[src/sv/shash_pkg.sv]
// ----------------------------------------------------------------------------
// shash_pkg
// Shared types and constants for the streaming SHA-256 hasher: round
// constants, initial hash values, and the controller/datapath interface.
// ----------------------------------------------------------------------------
package shash_pkg;

   localparam int unsigned NumRounds   = 64;
   localparam int unsigned NumHash     = 8;
   localparam int unsigned BlockBits   = 512;
   localparam int unsigned LenPos      = 56;   // first byte slot of the length field

   localparam logic [7:0]  PAD_BYTE    = 8'h80;
   localparam logic [5:0]  FILL_LAST   = 6'd63;
   localparam logic [5:0]  ROUND_LAST  = 6'd63;
   localparam logic [2:0]  WORD_LAST   = 3'd7;

   localparam logic [31:0] K_TABLE [NumRounds] = '{
      32'h428a2f98, 32'h71374491, 32'hb5c0fbcf, 32'he9b5dba5,
      32'h3956c25b, 32'h59f111f1, 32'h923f82a4, 32'hab1c5ed5,
      32'hd807aa98, 32'h12835b01, 32'h243185be, 32'h550c7dc3,
      32'h72be5d74, 32'h80deb1fe, 32'h9bdc06a7, 32'hc19bf174,
      32'he49b69c1, 32'hefbe4786, 32'h0fc19dc6, 32'h240ca1cc,
      32'h2de92c6f, 32'h4a7484aa, 32'h5cb0a9dc, 32'h76f988da,
      32'h983e5152, 32'ha831c66d, 32'hb00327c8, 32'hbf597fc7,
      32'hc6e00bf3, 32'hd5a79147, 32'h06ca6351, 32'h14292967,
      32'h27b70a85, 32'h2e1b2138, 32'h4d2c6dfc, 32'h53380d13,
      32'h650a7354, 32'h766a0abb, 32'h81c2c92e, 32'h92722c85,
      32'ha2bfe8a1, 32'ha81a664b, 32'hc24b8b70, 32'hc76c51a3,
      32'hd192e819, 32'hd6990624, 32'hf40e3585, 32'h106aa070,
      32'h19a4c116, 32'h1e376c08, 32'h2748774c, 32'h34b0bcb5,
      32'h391c0cb3, 32'h4ed8aa4a, 32'h5b9cca4f, 32'h682e6ff3,
      32'h748f82ee, 32'h78a5636f, 32'h84c87814, 32'h8cc70208,
      32'h90befffa, 32'ha4506ceb, 32'hbef9a3f7, 32'hc67178f2
   };

   localparam logic [31:0] IV_TABLE [NumHash] = '{
      32'h6a09e667, 32'hbb67ae85, 32'h3c6ef372, 32'ha54ff53a,
      32'h510e527f, 32'h9b05688c, 32'h1f83d9ab, 32'h5be0cd19
   };

   typedef enum logic [2:0] {
      ST_IDLE,
      ST_PAD,
      ST_ROUND,
      ST_FOLD,
      ST_EMIT
   } state_type;

   typedef enum logic [1:0] {
      SEL_DATA,
      SEL_PAD80,
      SEL_ZERO,
      SEL_LEN
   } byte_sel_type;

   typedef struct packed {
      logic         shift;       // push one byte into the block buffer
      byte_sel_type sel;
      logic [7:0]   data_byte;
      logic         count;       // message byte: bump the length
      logic         load_work;   // copy hash words into the working set
      logic         step;        // one compression round
      logic [5:0]   round;
      logic         fold;        // add working set into hash words
      logic [2:0]   word;
      logic         msg_reset;   // back to the initial hash state
   } dp_cmd_type;

   typedef struct packed {
      logic [5:0] fill;
   } dp_status_type;

endpackage

[src/sv/shash_ctrl.sv]
// ----------------------------------------------------------------------------
// shash_ctrl
// Sequencer for the hasher: byte intake, padding, round count, digest readout.
// ----------------------------------------------------------------------------
module shash_ctrl (
   input  logic                    clock,
   input  logic                    reset,
   input  logic                    req_valid,
   output logic                    req_stall,
   input  logic                    req_kind,
   input  logic [7:0]              req_data_byte,
   output logic                    rsp_valid,
   input  logic                    rsp_stall,
   output logic [2:0]              rsp_word_index,
   output logic                    rsp_last_word,
   output shash_pkg::dp_cmd_type   cmd,
   input  shash_pkg::dp_status_type status
);
   import shash_pkg::*;

   state_type  state_ff, state_in;
   logic [5:0] round_ff, round_in;
   logic [2:0] word_ff, word_in;
   logic       fin_ff, fin_in;          // message end seen, padding under way
   logic       two_blk_ff, two_blk_in;  // length must wait for the next block
   logic       len_ff, len_in;          // length written into this block

   always_ff @(posedge clock) begin
      if (reset) begin
         state_ff   <= ST_IDLE;
         round_ff   <= '0;
         word_ff    <= '0;
         fin_ff     <= 1'b0;
         two_blk_ff <= 1'b0;
         len_ff     <= 1'b0;
      end else begin
         state_ff   <= state_in;
         round_ff   <= round_in;
         word_ff    <= word_in;
         fin_ff     <= fin_in;
         two_blk_ff <= two_blk_in;
         len_ff     <= len_in;
      end
   end

   always_comb begin
      state_in   = state_ff;
      round_in   = round_ff;
      word_in    = word_ff;
      fin_in     = fin_ff;
      two_blk_in = two_blk_ff;
      len_in     = len_ff;

      cmd            = '0;
      cmd.sel        = SEL_DATA;
      cmd.data_byte  = req_data_byte;
      cmd.round      = round_ff;
      cmd.word       = word_ff;
      req_stall      = 1'b1;
      rsp_valid      = 1'b0;

      unique case (state_ff)
         ST_IDLE: begin
            req_stall = 1'b0;
            if (req_valid) begin
               cmd.shift = 1'b1;
               if (!req_kind) begin
                  cmd.sel   = SEL_DATA;
                  cmd.count = 1'b1;
               end else begin
                  cmd.sel    = SEL_PAD80;
                  fin_in     = 1'b1;
                  // pad byte landing in the length slots pushes length out a block
                  two_blk_in = (status.fill >= 6'(LenPos));
                  state_in   = ST_PAD;
               end
               if (status.fill == FILL_LAST) begin
                  cmd.load_work = 1'b1;
                  two_blk_in    = 1'b0;
                  round_in      = '0;
                  state_in      = ST_ROUND;
               end
            end
         end
         ST_PAD: begin
            cmd.shift = 1'b1;
            if (two_blk_ff || status.fill < 6'(LenPos)) begin
               cmd.sel = SEL_ZERO;
            end else begin
               cmd.sel = SEL_LEN;
               len_in  = 1'b1;
            end
            if (status.fill == FILL_LAST) begin
               cmd.load_work = 1'b1;
               two_blk_in    = 1'b0;
               round_in      = '0;
               state_in      = ST_ROUND;
            end
         end
         ST_ROUND: begin
            cmd.step = 1'b1;
            round_in = round_ff + 6'd1;
            if (round_ff == ROUND_LAST) begin
               state_in = ST_FOLD;
            end
         end
         ST_FOLD: begin
            cmd.fold = 1'b1;
            if (fin_ff && len_ff) begin
               word_in  = '0;
               state_in = ST_EMIT;
            end else if (fin_ff) begin
               state_in = ST_PAD;
            end else begin
               state_in = ST_IDLE;
            end
         end
         ST_EMIT: begin
            rsp_valid = 1'b1;
            if (!rsp_stall) begin
               if (word_ff == WORD_LAST) begin
                  cmd.msg_reset = 1'b1;
                  fin_in        = 1'b0;
                  len_in        = 1'b0;
                  state_in      = ST_IDLE;
               end else begin
                  word_in = word_ff + 3'd1;
               end
            end
         end
         default: begin
            state_in = ST_IDLE;
         end
      endcase
   end

   assign rsp_word_index = word_ff;
   assign rsp_last_word  = (word_ff == WORD_LAST);

endmodule

[src/sv/shash_datapath.sv]
// ----------------------------------------------------------------------------
// shash_datapath
// Block buffer / message schedule, round logic, hash words and length count.
// ----------------------------------------------------------------------------
module shash_datapath (
   input  logic                     clock,
   input  logic                     reset,
   input  shash_pkg::dp_cmd_type    cmd,
   output shash_pkg::dp_status_type status,
   output logic [31:0]              rsp_digest_word
);
   import shash_pkg::*;

   // byte 0 of the block sits at the top once the buffer is full; during
   // rounds the same register runs as the 16-word schedule window
   logic [BlockBits-1:0] buf_ff, buf_in;
   logic [31:0]          hash_ff [NumHash];
   logic [31:0]          work_ff [NumHash];
   logic [5:0]           fill_ff;
   logic [60:0]          bytes_ff;

   function automatic logic [31:0] ror32(input logic [31:0] x, input int unsigned n);
      ror32 = (x >> n) | (x << (32 - n));
   endfunction

   logic [31:0] w0, w1, w9, w14, w_new;
   logic [31:0] sum0, sum1, ch, maj, t1, t2;
   logic [63:0] bit_len;
   logic [7:0]  len_byte, push_byte;

   assign w0  = buf_ff[511:480];
   assign w1  = buf_ff[479:448];
   assign w9  = buf_ff[223:192];
   assign w14 = buf_ff[63:32];

   assign w_new = (ror32(w14, 17) ^ ror32(w14, 19) ^ (w14 >> 10)) + w9
                + (ror32(w1, 7) ^ ror32(w1, 18) ^ (w1 >> 3)) + w0;

   assign sum1 = ror32(work_ff[4], 6) ^ ror32(work_ff[4], 11) ^ ror32(work_ff[4], 25);
   assign ch   = (work_ff[4] & work_ff[5]) ^ (~work_ff[4] & work_ff[6]);
   assign t1   = work_ff[7] + sum1 + ch + K_TABLE[cmd.round] + w0;
   assign sum0 = ror32(work_ff[0], 2) ^ ror32(work_ff[0], 13) ^ ror32(work_ff[0], 22);
   assign maj  = (work_ff[0] & work_ff[1]) ^ (work_ff[0] & work_ff[2])
               ^ (work_ff[1] & work_ff[2]);
   assign t2   = sum0 + maj;

   // length goes out big-endian, one byte per slot from 56 up
   assign bit_len  = {bytes_ff, 3'b000};
   assign len_byte = bit_len[(7 - fill_ff[2:0]) * 8 +: 8];

   always_comb begin
      case (cmd.sel)
         SEL_DATA:  push_byte = cmd.data_byte;
         SEL_PAD80: push_byte = PAD_BYTE;
         SEL_LEN:   push_byte = len_byte;
         default:   push_byte = 8'h00;
      endcase
   end

   always_comb begin
      buf_in = buf_ff;
      if (cmd.shift) begin
         buf_in = {buf_ff[BlockBits-9:0], push_byte};
      end else if (cmd.step) begin
         buf_in = {buf_ff[BlockBits-33:0], w_new};
      end
   end

   always_ff @(posedge clock) begin
      buf_ff <= buf_in;
   end

   always_ff @(posedge clock) begin
      if (cmd.load_work) begin
         for (int i = 0; i < NumHash; i++) begin
            work_ff[i] <= hash_ff[i];
         end
      end else if (cmd.step) begin
         work_ff[7] <= work_ff[6];
         work_ff[6] <= work_ff[5];
         work_ff[5] <= work_ff[4];
         work_ff[4] <= work_ff[3] + t1;
         work_ff[3] <= work_ff[2];
         work_ff[2] <= work_ff[1];
         work_ff[1] <= work_ff[0];
         work_ff[0] <= t1 + t2;
      end
   end

   always_ff @(posedge clock) begin
      if (reset || cmd.msg_reset) begin
         for (int i = 0; i < NumHash; i++) begin
            hash_ff[i] <= IV_TABLE[i];
         end
         fill_ff  <= '0;
         bytes_ff <= '0;
      end else begin
         if (cmd.fold) begin
            for (int i = 0; i < NumHash; i++) begin
               hash_ff[i] <= hash_ff[i] + work_ff[i];
            end
         end
         if (cmd.shift) begin
            fill_ff <= fill_ff + 6'd1;
         end
         if (cmd.count) begin
            bytes_ff <= bytes_ff + 61'd1;
         end
      end
   end

   assign status.fill     = fill_ff;
   assign rsp_digest_word = hash_ff[cmd.word];

endmodule

[src/sv/sha256_stream_hasher.sv]
// ----------------------------------------------------------------------------
// sha256_stream_hasher
// SHA-256 over a byte stream; an end item pads the message and reads out
// the eight digest words.
// ----------------------------------------------------------------------------
//  channel | direction | handshake              | payload
//  req     | in        | req_valid / req_stall  | req_kind, req_data_byte
//  rsp     | out       | rsp_valid / rsp_stall  | rsp_digest_word, rsp_word_index,
//          |           |                        | rsp_last_word
//
// A data byte is pushed into the block buffer; the 64th byte of a block starts
// the 64 rounds (one per cycle on the round unit), then the hash add.
// An end item pushes pad and length bytes one per cycle, compresses one or
// two blocks, then presents the eight digest words, one per accepted cycle.
// req_stall is high from the block-fill until the block is folded in, and
// through padding and readout. Synchronous reset restores the initial hash.
// ----------------------------------------------------------------------------
module sha256_stream_hasher (
   input  logic        clock,
   input  logic        reset,
   input  logic        req_valid,
   output logic        req_stall,
   input  logic        req_kind,
   input  logic [7:0]  req_data_byte,
   output logic        rsp_valid,
   input  logic        rsp_stall,
   output logic [31:0] rsp_digest_word,
   output logic [2:0]  rsp_word_index,
   output logic        rsp_last_word
);
   import shash_pkg::*;

   dp_cmd_type    cmd;
   dp_status_type status;

   shash_ctrl u_ctrl (
      .clock          (clock),
      .reset          (reset),
      .req_valid      (req_valid),
      .req_stall      (req_stall),
      .req_kind       (req_kind),
      .req_data_byte  (req_data_byte),
      .rsp_valid      (rsp_valid),
      .rsp_stall      (rsp_stall),
      .rsp_word_index (rsp_word_index),
      .rsp_last_word  (rsp_last_word),
      .cmd            (cmd),
      .status         (status)
   );

   shash_datapath u_datapath (
      .clock           (clock),
      .reset           (reset),
      .cmd             (cmd),
      .status          (status),
      .rsp_digest_word (rsp_digest_word)
   );

endmodule
[config.mk]
export PLATFORM = sky130hd
export DESIGN_NAME = sha256_stream_hasher
export DESIGN_NICKNAME = d
export VERILOG_FILES = /design/src/sv/shash_pkg.sv /design/src/sv/shash_ctrl.sv /design/src/sv/shash_datapath.sv /design/src/sv/sha256_stream_hasher.sv
export SDC_FILE = /design/constraint.sdc
export NUM_CORES = 2
export LEC_CHECK = 0
export BUFFER_PORTS_ARGS = -buffer_cell sky130_fd_sc_hd__buf_2
export CORE_MARGIN = 2
export CORE_UTILIZATION = 56
export DETAILED_ROUTE_END_ITERATION = 6
export MAX_ROUTING_LAYER = met4
export PLACE_DENSITY_LB_ADDON = 0.15
export SYNTH_ARGS = -nofsm -noshare
export SYNTH_HDL_FRONTEND = slang
export SYNTH_SLANG_ARGS = --single-unit
[constraint.sdc]
create_clock -name clock -period 33.6 [get_ports clock]
set_clock_uncertainty 0.05 [all_clocks]
set_input_delay 0 -clock clock [delete_from_list [all_inputs] [get_ports clock]]
set_output_delay 0 -clock clock [all_outputs]
set_load 0.01 [all_outputs]
* Word-level counts from Yosys, hierarchy flattened
Memory sizes are Yosys's and may differ from the RTL's. A register that Yosys moved wholly into a read port is not among the register bits.
Index checks and enable logic that the tools add are counted.
** Storage, ports and cells
- Memories kept :: 3
- Bits in writable memories :: 512
- Memory bits (read-only) :: 2048
- Input port bits :: 13
- Logic and storage cells :: 197
- Output and inout port bits :: 38
- Bits in registers :: 594
** Memory list
- (name not given) :: words 64, width 32, rd ports 1, clocked after Yosys merged registers in 0, write ports 0, RTL line shash_datapath.sv:41 : assign t1 = work_ff[7] + sum1 + ch + K_TABLE[cmd.round] + w0;
- u_datapath.hash_ff :: words 8, width 32, rd ports 9, clocked after Yosys merged registers in 1, write ports 8, RTL line shash_datapath.sv:17 : logic [31:0] hash_ff [NumHash];
- u_datapath.work_ff :: words 8, width 32, rd ports 8, clocked after Yosys merged registers in 0, write ports 8, RTL line shash_datapath.sv:18 : logic [31:0] work_ff [NumHash];
** Operators by class
- Shift-type cells :: 1
- $add $sub $neg :: 23
- Magnitude comparators :: 3
- Mux-type cells :: 78
- Reduce and logical (&&, ||, !) cells :: 17
- Bitwise operators :: 44
- Equal/unequal tests :: 19
** Operator list (count)
- two-way mux 512 bit :: 2
- adder 32 bit :: 18
- two-way mux 32 bit :: 18
- bitwise XOR 32 bit :: 9
- AND 32 bit :: 5
- variable part select 64 x 33 -> 8 bit :: 1
- adder 61 x 1 -> 61 bit (second input constant) :: 1
- two-way mux 3 bit :: 14
- two-way mux 1 bit :: 32
- inverter 32 bit :: 1
- OR 10 x 32 -> 32 bit :: 1
- OR 13 x 32 -> 32 bit :: 1
- OR 14 x 32 -> 32 bit :: 1
- OR 15 x 32 -> 32 bit :: 1
- OR 19 x 32 -> 32 bit :: 1
- OR 21 x 32 -> 32 bit :: 1
- OR 25 x 32 -> 32 bit :: 1
- OR 26 x 32 -> 32 bit :: 1
- OR 30 x 32 -> 32 bit :: 1
- OR 7 x 32 -> 32 bit :: 1
- bitwise XOR 32 x 22 -> 32 bit :: 1
- bitwise XOR 32 x 29 -> 32 bit :: 1
- case mux 8 bit (3 select lines) :: 1
- case mux 6 bit (3 select lines) :: 1
- 32 further kinds :: 70

* Longest topological paths before layout
An unclocked memory read counts as a cell.
- Word-level depth :: 10
- Mapped depth :: 45

* Hierarchy
A second synthesis with hierarchy kept.
** Unflattened totals
- Cells, all modules :: 6967
- Area total of the unflattened synthesis :: 74486.4 um^2
** By module, submodules not included
- shash_datapath :: area each 73544.3 um^2, instances 1, sequential area each 32090.8 um^2, cells an instance 6851
- shash_ctrl :: area each 942.2 um^2, instances 1, sequential area each 300.3 um^2, cells an instance 116

* Worst setup path after synthesis
Ideal clock, no wire load.
- Kind :: register to register
- From :: reg u_ctrl.state_ff[1]
- To :: reg u_datapath.buf_ff[0] (enable)
- Setup time :: 3.632 ns
- Clock period less this slack :: 13.502 ns
- Cell stages (with the launch flop) :: 8
- Path buffers :: 4
- Arrival :: 9.820 ns
- Setup slack :: 20.098 ns
- Data required time :: 29.918 ns
- Path through :: dfxtp_1 -> buf_2 -> inv_1 -> or3_1 -> clkbuf_1 -> buf_1 -> buf_1 -> nand2_1
** Between the ends
- Longest elaborated chain between the ends :: 3
- Elaborated cells on any way between the ends :: 6
- Those cells by class :: 2 x eq/ne; 2 x mux; 2 x reduce/logical
** Ends and longest elaborated chain
- start: declaration :: RTL line shash_ctrl.sv:21 : state_type state_ff, state_in;
- start signal: assignment :: RTL line shash_ctrl.sv:37 : state_ff <= state_in;
- equality test 3 x 1 -> 1 bit, or another cell as far along :: RTL line shash_ctrl.sv:62 : unique case (state_ff)
- case mux 3 bit (2 select lines) or two-way mux 1 bit (tied branches) :: RTL line shash_ctrl.sv:62
- nonzero test 2 bit (no line) (*)
- end signal: assignment :: RTL line shash_datapath.sv:70 : buf_ff <= buf_in;
- end: declaration :: RTL line shash_datapath.sv:16 : logic [BlockBits-1:0] buf_ff, buf_in;
Every way passes the cells marked *; elsewhere a longest branch is shown, timed or not.
A chain may end at the register's enable or synchronous reset.

==> impl_metrics.py <==
metrics = {
    "status": {
        "outcome": "completed",
    },
    "clock_tree": {
        "hold_buffers": 19,
        "numCtsBuffers": 133,
        "cts-htree-levels": 4,
        "clkTransAtPathRegs_ps": 60,
        "clock_path_buffers": 3,
        "cts_setup_buffers": 0,
        "cts_num_sinks": 1109,
        "ctsRootBufferMaster": "clkbuf_16",
        "cts_resized": 0,
        "clk_latency_ps": 780,
        "tritoncts": "built",
    },
    "synth": {
        "yosys-top-cells-area": "edfxtp_1, nand2_1, ha_1",
        "netlist.area_leader.share_pct": 41.1,
        "synthesis.nets": 8563,
        "yosysSeqAreaShare_pct": 43.4,
        "synth_edf_count": 1024,
        "yosysTopAreaCell": "edfxtp_1",
        "ys_ff_latch": 1109,
        "synth_ff_type": "edfxtp_1",
        "syn_area_per_cell_um2": 9.40,
        "ys_types": 92,
        "yosys_warnings": 0,
        "async_flop_share_pct": 0,
        "synthCells": 7956,
        "syn_area_um2": 74800,
    },
    "grt": {
        "grt_usage_pct": 34.1,
        "grt_pass1_vias": 54600,
        "overflow": 0,
        "grt_max_degree": 216,
        "antenna_found_initial": 4,
        "grt_first_pass_wirelength_mm": 343,
    },
    "floorplan": {
        "fp.dieW_um": 369,
        "core_um2": 133000,
        "fp.dieH_um": 369,
        "start_util_pct": 56.3,
        "ios": 51,
        "rows": 134,
        "dieArea_um2": 137000,
    },
    "placed_design": {
        "hpwl_mm": 168,
        "dp_cells": 9414,
        "io_buffers": 50,
        "place_congestion": 1.02,
    },
    "worst_setup_path": {
        "endpoint_kind": "flip-flop",
        "worstPathRequired_ps": 34040,
        "worstSetupStartpointType": "flip-flop",
        "crit_arrival_ps": 11220,
        "critPathKind": "flip-flop to flip-flop",
        "crit_fanout": 20,
        "critPathSlowestCell": "dfxtp_1",
        "slowest_delay_ps": 860,
    },
    "drt": {
        "wl_mm": 227,
        "initialDrtViolationCount": 6897,
        "first_pass_iters": 6,
        "wl_per_cell_um": 23.5,
        "num_vias": 58300,
        "via_per_inst": 6.03,
        "antenna_left": 0,
        "drc_errors": 0,
    },
    "final_layout": {
        "antenna_cells": 0,
        "layout.cells.non_filler": 9672,
        "regArea_um2": 32500,
        "final.fill_count": 11400,
        "final_core_util_pct": 60.7,
        "final_nets": 8407,
        "layout_common_cells": "nand2_1, edfxtp_1, nor2_1, ha_1",
        "syn_to_final_growth_pct": 7.97,
        "multi_input_area_um2": 39700,
        "layout_commonest_cell": "nand2_1",
        "final_layout_size_suffix_gt1_share_pct": 6.29,
    },
    "sta": {
        "maxSlewViolCount": 0,
        "min_period_ps": 10780,
        "rsz0062_at_grt": "false",
        "slew_headroom_pct": 15.6,
        "tns_ps": 0,
        "finalHoldViolations": 0,
        "fmax_mhz": 92.8,
        "worst_pin_slew_ps": 1270,
        "timing.final.crit_share_pct": 32.1,
        "final-setup-viol-count": 0,
    },
    "worst_hold_path": {
        "hold_class": "input pin to flip-flop",
    },
    "job": {
        "drv_cap": 0,
    },
}
==> stage by stage <==
step	setup slack, ps	hold WS [ps]	cell area (um^2)
2_1_floorplan	20100	129	74800
3_3_place_gp	23140	367	76300
3_5_place_dp	23110	376	76300
4_1_cts	23010	94.5	80800
5_1_grt	22240	143	80800
6_report	22820	148	80800
==> cells in the mapped netlist, types with 86 or more instances <==
cell      count
a21o_1      173
nand2_1    2480
mux4_2       86
inv_1       310
ha_1        399
a21oi_1     338
clkbuf_1    374
xnor2_1     363
o21ai_0     363
nor2_1      400
edfxtp_1   1024
xor2_1      246
fa_1        195
==> metal layers <==
metal	global-route usage, %	vias up	wire length (um)
met1	50.1	28500	102000
met5	-	-	0
li1	-	27100	-
met2	49.0	2394	99100
met3	5.46	333	19500
met4	8.89	0	6200
==> final cells by class <==
type	instances	share of cell area (%)
clock buffers	166	4.38
flip-flops and latches	1109	40.2
multi-input cells	6113	49.1
well taps	1768	2.74
clock inverters	73	0.940
repair buffers	133	1.20
inverters	310	1.44
==> worst paths after layout <==
check	startpoint	to	slack [ps]	cells past startpoint
setup / recovery	u_ctrl.round_ff[1]$_SDFFE_PP0P_	u_datapath.work_ff[0][30]$_DFFE_PP_	22820	36
hold / removal	req_data_byte[6]	u_datapath.buf_ff[6]$_DFFE_PP_	150	4
setup reg to reg	u_ctrl.round_ff[1]$_SDFFE_PP0P_	u_datapath.work_ff[0][30]$_DFFE_PP_	22820	36
hold reg to reg	u_datapath.bytes_ff[60]$_SDFFE_PP0P_	u_datapath.bytes_ff[60]$_SDFFE_PP0P_	450	2
==> worst max-delay path: cells and delay by family, from the launching register on <==
kind | cells | cell delay [ps]
compound gates | 14 | 3710
fa+ha+maj | 8 | 3470
simple gates | 7 | 1150
buf+inv | 6 | 1090
flops | 1 | 860
xor+xnor | 1 | 160
==> sequential cells by signal (all words and copies together), names as in the netlist, named ones only <==
signal / count
u_datapath.work_ff: 256
u_datapath.buf_ff: 512
u_ctrl.len_ff: 1
u_ctrl.rsp_word_index: 3
u_datapath.bytes_ff: 61
u_ctrl.fin_ff: 1
u_datapath.status: 6
u_ctrl.state_ff: 3
u_ctrl.two_blk_ff: 1
u_ctrl.round_ff: 6
u_datapath.hash_ff: 256
==> kinds of logic after synthesis <==
logic type,after synthesis,share of synthesized area (%)
flip-flops,1109,43.4
multiplexers,166,3.73
AND/OR/NAND/NOR,3415,18.8
buffers and inverters,734,3.71
AO/OA/AOI/OAI,1314,11.1
adder cells (fa/ha/maj),608,12.1
XOR/XNOR,610,7.16
Power is not shown: default switching activity piles up to over one toggle a cycle in this logic, so the estimate is an artifact.
